$ cat src/lcst_pkg.sv
// lcst_pkg: shared constants, command codes and types for the cache set tag core
// no dependencies
`default_nettype none

package lcst_pkg;

    localparam int WAYS  = 4;
    localparam int WAY_W = (WAYS > 1) ? $clog2(WAYS) : 1;
    localparam int TAG_W = 32;
    localparam int ADDR_W = 32;

    typedef enum logic [2:0] {
        CMD_LOOKUP = 3'd0,
        CMD_EVICT  = 3'd1,
        CMD_INSERT = 3'd2,
        CMD_DIRTY  = 3'd3,
        CMD_INVAL  = 3'd4,
        CMD_TOUCH  = 3'd5
    } t_cmd;

    typedef enum logic [1:0] {
        EV_NONE      = 2'd0,
        EV_CLEAN     = 2'd1,
        EV_WRITEBACK = 2'd2
    } t_evict;

    typedef enum logic {
        ST_IDLE = 1'b0,
        ST_EXEC = 1'b1
    } t_state;

    typedef logic [WAY_W-1:0] t_way_id;

    // control broadcast to every way cell during execution
    typedef struct packed {
        logic              en;
        t_cmd              cmd;
        logic [TAG_W-1:0]  tag;
        logic [ADDR_W-1:0] addr;
        logic              any_hit;
        t_way_id           sel_way;
        t_way_id           lru_way;
    } t_way_ctrl;

    // status a way cell reports back
    typedef struct packed {
        logic              match;
        logic              valid;
        logic              dirty;
        logic [ADDR_W-1:0] addr;
    } t_way_stat;

    // control broadcast to every rank cell during execution
    typedef struct packed {
        logic    en;
        logic    touch;
        logic    inval;
        logic    any_hit;
    } t_rank_ctrl;

endpackage

`default_nettype wire

$ cat src/lcst_way_cell.sv
// lcst_way_cell: storage and tag compare of one way (tag, address, valid, dirty)
// depends on lcst_pkg
`default_nettype none

module lcst_way_cell
    import lcst_pkg::*;
(
    input  wire logic      i_clk,
    input  wire logic      i_rst_n,
    input  wire t_way_id   i_way,
    input  wire t_way_ctrl i_ctrl,
    output t_way_stat      o_stat
);

    logic [TAG_W-1:0]  r_tag;
    logic [ADDR_W-1:0] r_addr;
    logic              r_valid;
    logic              r_dirty;
    logic              is_lru;
    logic              is_sel;
    logic              match;

    assign match  = r_valid && (r_tag == i_ctrl.tag);
    assign is_lru = (i_ctrl.lru_way == i_way);
    assign is_sel = (i_ctrl.sel_way == i_way);

    assign o_stat.match = match;
    assign o_stat.valid = r_valid;
    assign o_stat.dirty = r_dirty;
    assign o_stat.addr  = r_addr;

    // payload
    always_ff @(posedge i_clk) begin
        if (i_ctrl.en && i_ctrl.cmd == CMD_INSERT && is_lru) begin
            r_tag  <= i_ctrl.tag;
            r_addr <= i_ctrl.addr;
        end
    end

    // flags
    always_ff @(posedge i_clk) begin
        if (!i_rst_n) begin
            r_valid <= 1'b0;
            r_dirty <= 1'b0;
        end else if (i_ctrl.en) begin
            case (i_ctrl.cmd)
                CMD_EVICT: begin
                    if (is_lru) begin
                        r_valid <= 1'b0;
                        r_dirty <= 1'b0;
                    end
                end
                CMD_INSERT: begin
                    if (is_lru) begin
                        r_valid <= 1'b1;
                        r_dirty <= 1'b0;
                    end
                end
                CMD_DIRTY: begin
                    if (match) r_dirty <= 1'b1;
                end
                CMD_INVAL: begin
                    if (i_ctrl.any_hit && is_sel) begin
                        r_valid <= 1'b0;
                        r_dirty <= 1'b0;
                    end
                end
                default: begin
                end
            endcase
        end
    end

endmodule

`default_nettype wire

$ cat config.mk
export PLATFORM = sky130hd
export DESIGN_NAME = lcst_way_cell
export DESIGN_NICKNAME = d
export VERILOG_FILES = /design/src/lcst_pkg.sv /design/src/lcst_way_cell.sv
export SDC_FILE = /design/constraint.sdc
export NUM_CORES = 1
export LEC_CHECK = 0
export BUFFER_PORTS_ARGS = -buffer_cell sky130_fd_sc_hd__buf_2
export CAP_MARGIN = 20
export CORE_AREA = 2 2 77 79
export CTS_CLUSTER_SIZE = 28
export DETAILED_ROUTE_END_ITERATION = 8
export DIE_AREA = 0 0 79 81
export GPL_TIMING_DRIVEN = 1
export PLACE_DENSITY = 0.77
export SYNTH_ARGS = -nofsm -noshare
export SYNTH_HDL_FRONTEND = slang
export SYNTH_SLANG_ARGS = --single-unit
$ cat constraint.sdc
create_clock -name i_clk -period 8.5 [get_ports i_clk]
set_input_delay 1.275 -clock i_clk [delete_from_list [all_inputs] [get_ports i_clk]]
set_output_delay 1.275 -clock i_clk [all_outputs]
set_load 0.01 [all_outputs]
==> impl_metrics.yaml <==
status:
  outcome: "complete, no violations"
detailed_routing:
  top_layer: "met4"
  wl_met3_microns: 325
  num_vias: 1531
  drt_iter0_drc: 109
  wl_met1_microns: 2015
  wl_met2_microns: 2326
  ant_nets: 0
  post_drt_wl_per_cell_microns: 14.16
  drc: 0
  vias_per_cell: 4.598
  drt_first_pass_iters: 4
  wl_microns: 4714
place:
  hpwl_microns: 3460
  numPortBuffers: 111
  dp_slack_ps: 4764
  place_area_sq_um: 3115
  routabilityCongestion: 0.7484
final_layout:
  final_area_sq_um: 3262
  utilization_pct: 57.47
  n_antenna_cell: 0
  layout-drive-gt1-share_pct: 47.67
  final_common_cell: "buf_2"
  area_delta_synth_final_pct: 31.73
  fin_nets: 331
  final_cell_mix: "111 x buf_2, 64 x edfxtp_1, 23 x xor2_1"
logic_synthesis:
  synth_edf_count: 64
  ys_warn_count: 0
  syn-num-nets: 211
  ys_ff_latch: 66
  ys_top_cells_by_area: "edfxtp_1 78%, xor2_1 8.1%, xnor2_1 3.9%, dfxtp_1 1.6%, nor4_1 1.3%"
  postSynthAreaPerCell_sq_um: 18.48
  ys_types: 23
  async_reset_ff_share_pct: 0
  yosysSeqAreaShare_pct: 79.23
  netlist.area_leader.share_pct: 77.61
  ys.flop_type: "edfxtp_1"
  yosysTopAreaCell: "edfxtp_1"
  syn_area_sq_um: 2476
  synthCells: 134
global_route:
  grt_pass1_vias: 1459
  grt_max_degree: 66
  grtUsageTotal_pct: 15.04
  antenna_found_initial: 0
  grt-ovfl-total: 0
  grt_pass1_wl_microns: 7010
sta:
  finalMaxSlewViolations: 0
  finalCritPeriodShare_pct: 44.02
  finalSetupViolCount: 0
  tns_ps: 0
  fin_crit_ps: 3742
  rsz0062_at_grt: "false"
  hold_violations: 0
  relSlewSlack_pct: 45.39
  timing.hold.ws_ps: 636.2
  worstMarginPinSlew_ps: 819.1
  fin_ws_ps: 4758
  clock.fmax_ghz: 0.2672
  clock_skew_ps: 2.800
floorplanning:
  core_sq_um: 5675
  die_w_microns: 79
  start_util_pct: 43.63
  std_cell_rows: 28
  io_pins: 112
  die_y_microns: 81
  dieArea_sq_um: 6399
clock_network:
  numCtsBuffers: 9
  postCtsHoldBufs: 0
  clk_pin_slew_ps: 60
  htree_num_levels: 3
  cts_setup_buffers: 0
  insertion_delay_ps: 320
  cts_root_buffer: "clkbuf_8"
  cts_resized: 0
  clock-sinks: 66
  cts_max_path_buffers: 2
  cts_tree: "done"
pwr:
  leakage_nw: 1.281
  power_density_nw_per_um2: 186.6
  peakVddDrop_mv: 0.1284
critical_path:
  cp-end-kind: "primary output"
  cp.arrival_ps: 2470
  path_max_fanout: 2
  worstPathRequired_ps: 7220
  rrSetupSlack_ps: 7070
  crit_type: "input port to primary output"
  worstSetupStartpointType: "input port"
hold_path:
  hold_path.class: "flop to flop"
flow_run:
  drv_cap: 0
-- report_power, final --
group          switching, mW  internal (mW)  leakage [nW]
Clock                  0.101          0.105        0.0718
Sequential           0.00145          0.362         0.593
Combinational         0.0180         0.0208         0.617
-- worst paths after layout --
kind / start / endpoint / cells after the start
worst max-delay path: i_ctrl[57] / o_stat[34] / 6
worst min-delay path: r_dirty / r_dirty / 3
worst max register to register: r_tag[20] / r_dirty / 4
worst min register to register: r_dirty / r_dirty / 3
-- registers in the layout, summed over array words and instances, names as in the netlist --
register	cells
r_addr	32
r_dirty	1
r_tag	32
r_valid	1
-- through the flow --
stage | power [mW] | std cells
finish | 0.6085 | 333
global route | 0.6347 | 333
global placement | 0.4076 | 318
detailed placement | 0.4093 | 318
CTS | 0.6139 | 333
floorplan | 0.3837 | 134
-- synth_stat cells (2+ instances only) --
library cell,count
edfxtp_1,64
inv_1,3
nor4_1,5
nand4_1,4
buf_4,3
xnor2_1,11
dfxtp_1,2
xor2_1,23
nor3_1,3
nand3_1,3
-- worst max-delay path, stage by stage --
cell and delay, ps:
buf_2 110, xnor2_1 150, nand2_1 70, or4_4 520, nor3_1 190, buf_2 160
-- cells by family after synthesis --
kind of cell	after synthesis	share of synthesized area, %
compound gates	7	2.224
flops	66	79.23
xor+xnor	34	12.03
buf+inv	6	1.364
simple gates	21	5.154
-- layout make-up --
cell class	instances	area, sq um
flip-flops and latches	66	1962
inverters	3	11.26
fillers	482	2414
well taps	75	93.84
clock buffers	15	146.4
repair buffers	112	563.0
multi-input cells	62	485.5
-- layer usage --
layer	up-vias	global-route usage (%)
met5	-	0
met2	66	23.31
met1	713	18.72
met3	4	5.444
li1	748	-
met4	0	7.759
Power figures use the tool's default switching activity.
