==> src/lcst_pkg.sv <==
// lcst_pkg: shared constants, command codes and types for the cache set tag core
// no dependencies
`default_nettype none

package lcst_pkg;

    localparam int WAYS  = 4;
    localparam int WAY_W = (WAYS > 1) ? $clog2(WAYS) : 1;
    localparam int TAG_W = 32;
    localparam int ADDR_W = 32;

    typedef enum logic [2:0] {
        CMD_LOOKUP = 3'd0,
        CMD_EVICT  = 3'd1,
        CMD_INSERT = 3'd2,
        CMD_DIRTY  = 3'd3,
        CMD_INVAL  = 3'd4,
        CMD_TOUCH  = 3'd5
    } t_cmd;

    typedef enum logic [1:0] {
        EV_NONE      = 2'd0,
        EV_CLEAN     = 2'd1,
        EV_WRITEBACK = 2'd2
    } t_evict;

    typedef enum logic {
        ST_IDLE = 1'b0,
        ST_EXEC = 1'b1
    } t_state;

    typedef logic [WAY_W-1:0] t_way_id;

    // control broadcast to every way cell during execution
    typedef struct packed {
        logic              en;
        t_cmd              cmd;
        logic [TAG_W-1:0]  tag;
        logic [ADDR_W-1:0] addr;
        logic              any_hit;
        t_way_id           sel_way;
        t_way_id           lru_way;
    } t_way_ctrl;

    // status a way cell reports back
    typedef struct packed {
        logic              match;
        logic              valid;
        logic              dirty;
        logic [ADDR_W-1:0] addr;
    } t_way_stat;

    // control broadcast to every rank cell during execution
    typedef struct packed {
        logic    en;
        logic    touch;
        logic    inval;
        logic    any_hit;
    } t_rank_ctrl;

endpackage

`default_nettype wire

==> src/lcst_rank_cell.sv <==
// lcst_rank_cell: one position of the lru rank chain, holds a way id
// depends on lcst_pkg
`default_nettype none

module lcst_rank_cell
    import lcst_pkg::*;
(
    input  wire logic       i_clk,
    input  wire logic       i_rst_n,
    input  wire t_way_id    i_pos,
    input  wire t_way_id    i_left,
    input  wire t_way_id    i_right,
    input  wire logic       i_hit_above,
    input  wire logic [WAYS-1:0] i_match,
    input  wire t_rank_ctrl i_ctrl,
    output t_way_id         o_id,
    output logic            o_hit_above,
    output logic            o_first
);

    t_way_id r_id;
    t_way_id n_id;
    logic    my_hit;

    assign my_hit      = i_match[r_id];
    assign o_hit_above = i_hit_above | my_hit;
    assign o_first     = my_hit & ~i_hit_above;
    assign o_id        = r_id;

    // touch: positions up to the hit take from the left (head takes the hit way)
    // invalidate: positions from the hit on take from the right (tail takes it)
    always_comb begin
        n_id = r_id;
        if (i_ctrl.en && i_ctrl.any_hit) begin
            if (i_ctrl.touch && !i_hit_above) n_id = i_left;
            else if (i_ctrl.inval && o_hit_above) n_id = i_right;
        end
    end

    always_ff @(posedge i_clk) begin
        if (!i_rst_n) r_id <= i_pos;
        else          r_id <= n_id;
    end

endmodule

`default_nettype wire

==> config.mk <==
export PLATFORM = sky130hd
export DESIGN_NAME = lcst_rank_cell
export DESIGN_NICKNAME = d
export VERILOG_FILES = /design/src/lcst_pkg.sv /design/src/lcst_rank_cell.sv
export SDC_FILE = /design/constraint.sdc
export NUM_CORES = 1
export LEC_CHECK = 0
export ABC_AREA = 1
export BUFFER_PORTS_ARGS = -buffer_cell sky130_fd_sc_hd__buf_2
export CORE_AREA = 2 2 39 41
export DETAILED_ROUTE_END_ITERATION = 8
export DIE_AREA = 0 0 41 43
export PLACE_DENSITY = 0.5
export SYNTH_ARGS = -nofsm -noshare
export SYNTH_HDL_FRONTEND = slang
export SYNTH_SLANG_ARGS = --single-unit
==> constraint.sdc <==
create_clock -name i_clk -period 1.3 [get_ports i_clk]
set_input_delay 0.065 -clock i_clk [delete_from_list [all_inputs] [get_ports i_clk]]
set_output_delay 0.065 -clock i_clk [all_outputs]
set_load 0.03 [all_outputs]
==> flow_summary.json, run 1 <==
{
  "synth.largest_area_cell": "edfxtp_1",
  "detail_route.wirelength.met1_um": 190,
  "post_cts_resize_count": 0,
  "die_area_mm2": 0.001763,
  "worst_r2r_setup_slack_ns": 0.06,
  "critPathLaunchType": "flop",
  "slew_headroom_pct": 89.57,
  "final.setup.worst_slack_ns": 0.06238,
  "hold_path.class": "primary input to flop",
  "critical-path-slowest-cell": "edfxtp_1",
  "drt_drc_violations_left": 0,
  "sw_frac_of_total_pct": 32.54,
  "vias": 260,
  "fin_crit_sh_pct": 95.20,
  "clock-sinks": 2,
  "cap_viol_max_count": 0,
  "dr.pass1.iters": 2,
  "die-height_um": 43,
  "rsz_0062_raised_after_global_routing": "true",
  "nets": 71,
  "crit_chain": "inv_2 > nand2_1 > nand3_2 > nand2_2 > nand2_4 > nand2_2 > a21oi_2",
  "relative_area_change_from_synthesis_to_final_layout_pct": 74.68,
  "tightestPinTransition_ns": 0.1564,
  "max-vdd-ir-drop_mv": 0.2182,
  "ys_seq_area_share_pct": 30.38,
  "post_synth.cell_area_avg_um2": 6.817,
  "synthesis.area_um2": 197.7,
  "status": "finished clean",
  "r2r-end": "o_id[0]",
  "ctsLongestPathBuffers": 2,
  "cts.clk_slew.worst_paths_ns": 0.03,
  "routed_wl_um": 512,
  "dr.first_iter.drc_count": 4,
  "fraction_of_layout_cells_with_a_size_suffix_above_1_pct": 61.54,
  "crit_start": "o_id[0]",
  "pre_cts_ws_ns": 0.04611,
  "post_synth_num_cell_types": 10,
  "crit_path_max_fanout": 4,
  "setup_viol": 0,
  "worstSetupPathType": "flop to flop",
  "cts_tree": "done",
  "globalRouteOverflowTotal": 0,
  "ctsHtreeMaxLevel": 1,
  "cp_data_arrival_time_ns": 1.17,
  "power_switching_w": 0.0001105,
  "path_common_cell": "nand2_2",
  "synthesis.instances": 29,
  "layout_min_cycle_time_ns": 1.238,
  "globalplace.congestion": 0.7165,
  "placement.io_buffers": 20,
  "grt_util_all_layers_pct": 6.225,
  "num_rows": 14,
  "clkPwrFrac_pct": 41.7,
  "floorplan.initialDensity_pct": 14.29,
  "power_frac_seq_pct": 25.1,
  "synth.top_cells.by_area": "edfxtp_1 30%, nand2_1 13%, a21oi_1 13%",
  "grt_antenna_before_repair": 0,
  "antenna_left": 0,
  "num_antenna_cells": 0,
  "grt_pass1_wl_um": 690,
  "largest_net_degree_at_the_start_of_global_routing": 5,
  "max_freq_ghz": 0.8080,
  "utilization_pct": 24.95,
  "cp_data_required_time_ns": 1.23,
  "post-cts-setup-buffers": 0,
  "critPathCaptureType": "flop",
  "first_global_vias": 218,
  "power_leakage_nw": 0.1925,
  "rr_startpoint": "o_id[0]",
  "p_total_w": 0.0003396,
  "skew_ns": 0.0008025,
  "critPathMaxStageDelay_ns": 0.42,
  "met3RoutedLength_um": 68,
  "p_int_w": 0.0002291,
  "critical_path_end": "o_id[0]",
  "postSynthRegisterBits": 2,
  "worst_r2r_path_depth": 7,
  "count_of_final_max_slew_check_failures": 0,
  "worst_skew_pair.late_latency_ns": 0.23,
  "yosysTopAreaCellShare_pct": 30.38,
  "detail_route.vias_per_cell": 3.824,
  "clock-root-buffer": "clkbuf_4",
  "cts_inserted_buffers": 3,
  "floorplan.io_pins": 21,
  "power_frac_comb_pct": 33.2,
  "synthesis.nets": 46,
  "holdBufCountCts": 0,
  "yosysWarnings": 0,
  "top_signal_layer_used": "met4",
  "hold_viol_final": 0,
  "wl_per_cell_um": 7.529,
  "core_area_mm2": 0.001384,
  "pwr_density_cell_mw_per_mm2": 983.3,
  "filler_cell_count": 166,
  "wl_met2_um": 238,
  "largest_reg_flops": 2,
  "die_width_um": 41
}
## power by group through the flow
stage | Sequential, W | Combinational [W] | Clock, W
global placement | 0.0000858 | 0.000110 | 0
detailed placement | 0.0000857 | 0.000110 | 0
CTS | 0.0000850 | 0.000111 | 0.000146
floorplan | 0.0000966 | 0.0000579 | 0
finish | 0.0000852 | 0.000113 | 0.000142
global route | 0.0000866 | 0.000124 | 0.000146
## worst max-delay path: cells and delay by family (launching register included)
family	cells	cell delay [ns]
flops	1	0.42
simple gates	5	0.30
buf+inv	1	0.08
compound gates	1	0.14
## cells by family (layout without fill, tap and decap cells)
logic type / Yosys count / in the layout / synth area share (%)
AND/OR/NAND/NOR: 16 / 16 / 43.04
AO/OA/AOI/OAI: 6 / 6 / 17.09
flip-flops: 2 / 2 / 30.38
buffers and inverters: 5 / 28 / 9.495
## final cells by class
type	count	area (µm²)	share of cell area (%)
sequential	2	60.06	17.39
inverter	5	18.77	5.435
clock buffer	3	22.52	6.522
tap	16	20.02	5.797
timing repair buffer	20	105.1	30.43
multi-input combinational	22	118.9	34.42
## layer usage
layer / up-vias / global-route usage, %
met5: - / 0
met4: 0 / 6.000
met3: 2 / 3.141
met2: 14 / 8.438
met1: 105 / 6.431
li1: 139 / -
## worst min-delay path by stage
stage / depth (start not counted) / end / slack, ns / start
floorplan: 1 / o_first / 0.24 / i_hit_above
global placement: 3 / o_id[1] / 0.41 / i_pos[1]
detailed placement: 3 / o_id[1] / 0.40 / i_pos[1]
CTS: 3 / o_id[1] / 0.17 / i_pos[1]
global route: 3 / o_id[1] / 0.19 / i_pos[1]
finish: 3 / o_id[0] / 0.17 / i_pos[0]
## stage by stage
stage	cells	hold slack, ns	cell area, µm²	setup TNS, ns
floorplan	29	0.2418	197.7	-0.3042
global placement	65	0.4124	317.8	0
detailed placement	65	0.4015	317.8	0
CTS	68	0.1688	340.3	0
global route	68	0.1902	345.3	-0.1331
finish	68	0.1691	345.3	0
## Yosys cell counts
library cell  number
a21oi_2            1
inv_1              3
inv_2              2
nand3_2            2
a21oi_1            5
nor2_1             4
nand2_2            2
nand2_4            1
nand2_1            7
edfxtp_1           2
## layout by cell type, fill, tap and decap left out, drive strengths merged
master	count
buf	20
nand2	10
a21oi	6
inv	5
nor2	4
clkbuf	3
nand3	2
edfxtp	2
Power figures use the tool's default switching activity.
==> run 2, diff against run 1 <==
- ABC_AREA: 1 -> default
- PLACE_DENSITY: 0.5 -> 0.49
- REMOVE_ABC_BUFFERS: default -> 1
==> flow_summary.json, run 2 <==
{
  "worst_r2r_path_depth": 3,
  "timing.critical_path.buf_inv": 1,
  "power_leakage_nw": 0.1859,
  "status": "finished with violations",
  "ys_seq_area_share_pct": 31.79,
  "hold_viol_final": 0,
  "num_antenna_cells": 0,
  "synth.top_cells.by_area": "edfxtp_1 32%, mux2i_1 21%, nor2_1 7.9%",
  "cts.clk_slew.worst_paths_ns": 0.03,
  "die_area_mm2": 0.001763,
  "core_area_mm2": 0.001384,
  "rr_startpoint": "o_id[1]",
  "r2r-end": "o_id[1]",
  "dominant_synthesized_flop_cell": "edfxtp_1",
  "post_synth_mux_area_share_pct": 27.15,
  "synth_compound_gate_area_share_pct": 17.22,
  "cts_tree": "done",
  "clock-sinks": 2,
  "floorplan.io_pins": 21,
  "synth_xor_area_share_pct": 0,
  "max-vdd-ir-drop_mv": 0.2426,
  "fraction_of_layout_cells_with_a_size_suffix_above_1_pct": 63.64,
  "top_library_cells_by_usage_in_the_layout_fill_and_taps_aside": "18 x buf_2, 4 x mux2i_1, 3 x nor2_1, 3 x clkbuf_4",
  "cell_count_of_the_worst_hold_path": 3,
  "drt_drc_violations_left": 0,
  "relative_area_change_from_synthesis_to_final_layout_pct": 92.05,
  "rsz_0062_raised_after_global_routing": "true",
  "clock-root-buffer": "clkbuf_4",
  "antenna_left": 0,
  "synthesis.area_um2": 188.9,
  "worst_skew_pair.late_latency_ns": 0.22,
  "cap_viol_max_count": 0,
  "p_total_w": 0.0003399,
  "yosysWarnings": 0,
  "post_synth_and_or_nand_nor_area_fraction_pct": 23.84,
  "skew_ns": 0.001555,
  "post_synth_num_cell_types": 12,
  "pwr_density_cell_mw_per_mm2": 936.8,
  "globalRouteOverflowTotal": 0,
  "slew_headroom_pct": 85.89,
  "tightestPinTransition_ns": 0.2058,
  "dr.pass1.iters": 2,
  "commonest_cells_in_the_netlist": "4 x mux2i_1, 4 x nor2_1, 2 x a21oi_1, 2 x edfxtp_1",
  "whs_endpoint": "o_id[1]",
  "critical-path-slowest-cell": "edfxtp_1",
  "grt_pass1_wl_um": 897,
  "fin_tns_setup_ns": -0.2346,
  "num_rows": 14,
  "critPathCaptureType": "output pin",
  "holdBufCountCts": 0,
  "synth_enable_flop_cells": 2,
  "grt_util_all_layers_pct": 8.040,
  "wl_per_cell_um": 8.683,
  "violations_in_the_final_reports": "negative setup slack",
  "critPathLaunchType": "flop",
  "cp_data_required_time_ns": 1.24,
  "synth_top_family_by_area": "multiplexers",
  "routed_wl_um": 521,
  "postSynthRegisterBits": 2,
  "layout_min_cycle_time_ns": 1.398,
  "hold_path.class": "primary input to flop",
  "placement.io_buffers": 20,
  "yosysTopAreaCellShare_pct": 31.79,
  "detail_placement_hpwl_um": 428.2,
  "detail_route.vias_per_cell": 4.050,
  "critPathMaxStageDelay_ns": 0.42,
  "worstSetupPathType": "flop to output pin",
  "first_global_vias": 239,
  "crit_path_max_fanout": 3,
  "ctsLongestPathBuffers": 2,
  "vias": 243,
  "hold_path.startpoint": "i_pos[1]",
  "post_synth.cell_area_avg_um2": 9.447,
  "dr.first_iter.drc_count": 3,
  "cp_data_arrival_time_ns": 1.33,
  "synthesis.instances": 20,
  "post-cts-setup-buffers": 0,
  "layout_commonest_cell": "buf_2",
  "worst_r2r_setup_slack_ns": -0.02,
  "count_of_final_max_slew_check_failures": 0,
  "filler_cell_count": 150,
  "crit_chain": "mux2i_1 > mux2_4 > nand2b_1 > buf_6",
  "final.setup.worst_slack_ns": -0.09763,
  "synth_fa_ha_area_share_pct": 0,
  "largest_reg_flops": 2,
  "synthArstFlopShare_pct": 0,
  "fin_crit_sh_pct": 107.5,
  "setup_viol": 4,
  "largest_net_degree_at_the_start_of_global_routing": 6,
  "critical-path-top-delay-family": "multiplexers",
  "die_width_um": 41,
  "grt_antenna_before_repair": 0,
  "die-height_um": 43,
  "cts_inserted_buffers": 3,
  "ctsHtreeMaxLevel": 1,
  "max_freq_ghz": 0.7155,
  "globalplace.congestion": 0.5834,
  "floorplan.initialDensity_pct": 13.65,
  "synth.largest_area_cell": "edfxtp_1",
  "nets": 63
}
-- run 2: final cells by class --
class	count	area [µm²]	area share, %
flip-flops and latches	2	60.06	16.55
repair buffers	21	120.1	33.10
clock buffers	3	22.52	6.207
well taps	16	20.02	5.517
multi-input cells	18	140.1	38.62
-- run 2: worst reg2reg max path: stages (launching register included) --
cell and delay (ns):
edfxtp_1 0.42, mux2i_1 0.17, a221o_1 0.35, o211ai_2 0.08
-- run 2: timing repair --
item,CTS,global route
pin swaps,2,0
gates resized for setup,7,0
endpoints found under the setup margin,4,4
hold endpoints to repair,0,0
-- run 2: kinds of logic (layout without fill, tap and decap cells) --
logic type             after synthesis  after routing
multiplexers                         5              5
AND/OR/NAND/NOR                      9              9
flip-flops                           2              2
AO/OA/AOI/OAI                        4              4
buffers and inverters                0             24
-- run 2: routing by layer --
metal | share of wire [%] | up-vias | wire length [µm] | global-route usage, %
met2 | 46 | 14 | 240 | 10.00
met1 | 40 | 105 | 209 | 8.710
met4 | 0 | 0 | 0 | 6.000
li1 | - | 124 | - | -
met5 | 0 | - | 0 | 0
met3 | 14 | 0 | 72 | 6.283
-- run 2: report_power, final --
part / internal, W / total, W / switching (W) / leakage [nW]
clock: 0.000102 / 0.000136 / 0.0000347 / 0.0138
sequential: 0.0000792 / 0.0000841 / 0.00000493 / 0.0195
combinational: 0.0000593 / 0.000119 / 0.0000600 / 0.153
-- run 2: worst max-delay path by stage --
stage	slack (ns)	end	startpoint	cells past startpoint
2_1_floorplan	-0.18	o_first	o_id[1]	3
3_3_place_gp	-0.005	o_id[1]	o_id[1]	3
3_5_place_dp	-0.04	o_id[0]	o_id[1]	3
4_1_cts	-0.11	o_hit_above	o_id[1]	4
5_1_grt	-0.16	o_hit_above	o_id[1]	4
6_report	-0.1	o_hit_above	o_id[1]	4
-- run 2: per-stage QoR --
| stage | util [%] | setup slack, ns | cell area (µm²) | hold WS (ns) | std cells |
|---|---|---|---|---|---|
| 2_1_floorplan | - | -0.1775 | 188.9 | 0.2418 | 20 |
| 6_report | 26.22 | -0.09763 | 362.8 | 0.1745 | 60 |
| 5_1_grt | 26.22 | -0.1620 | 362.8 | 0.1785 | 60 |
| 4_1_cts | 26.22 | -0.1107 | 362.8 | 0.1678 | 60 |
| 3_5_place_dp | 22.88 | -0.04014 | 316.6 | 0.4017 | 57 |
| 3_3_place_gp | 22.88 | -0.004601 | 316.6 | 0.3984 | 57 |
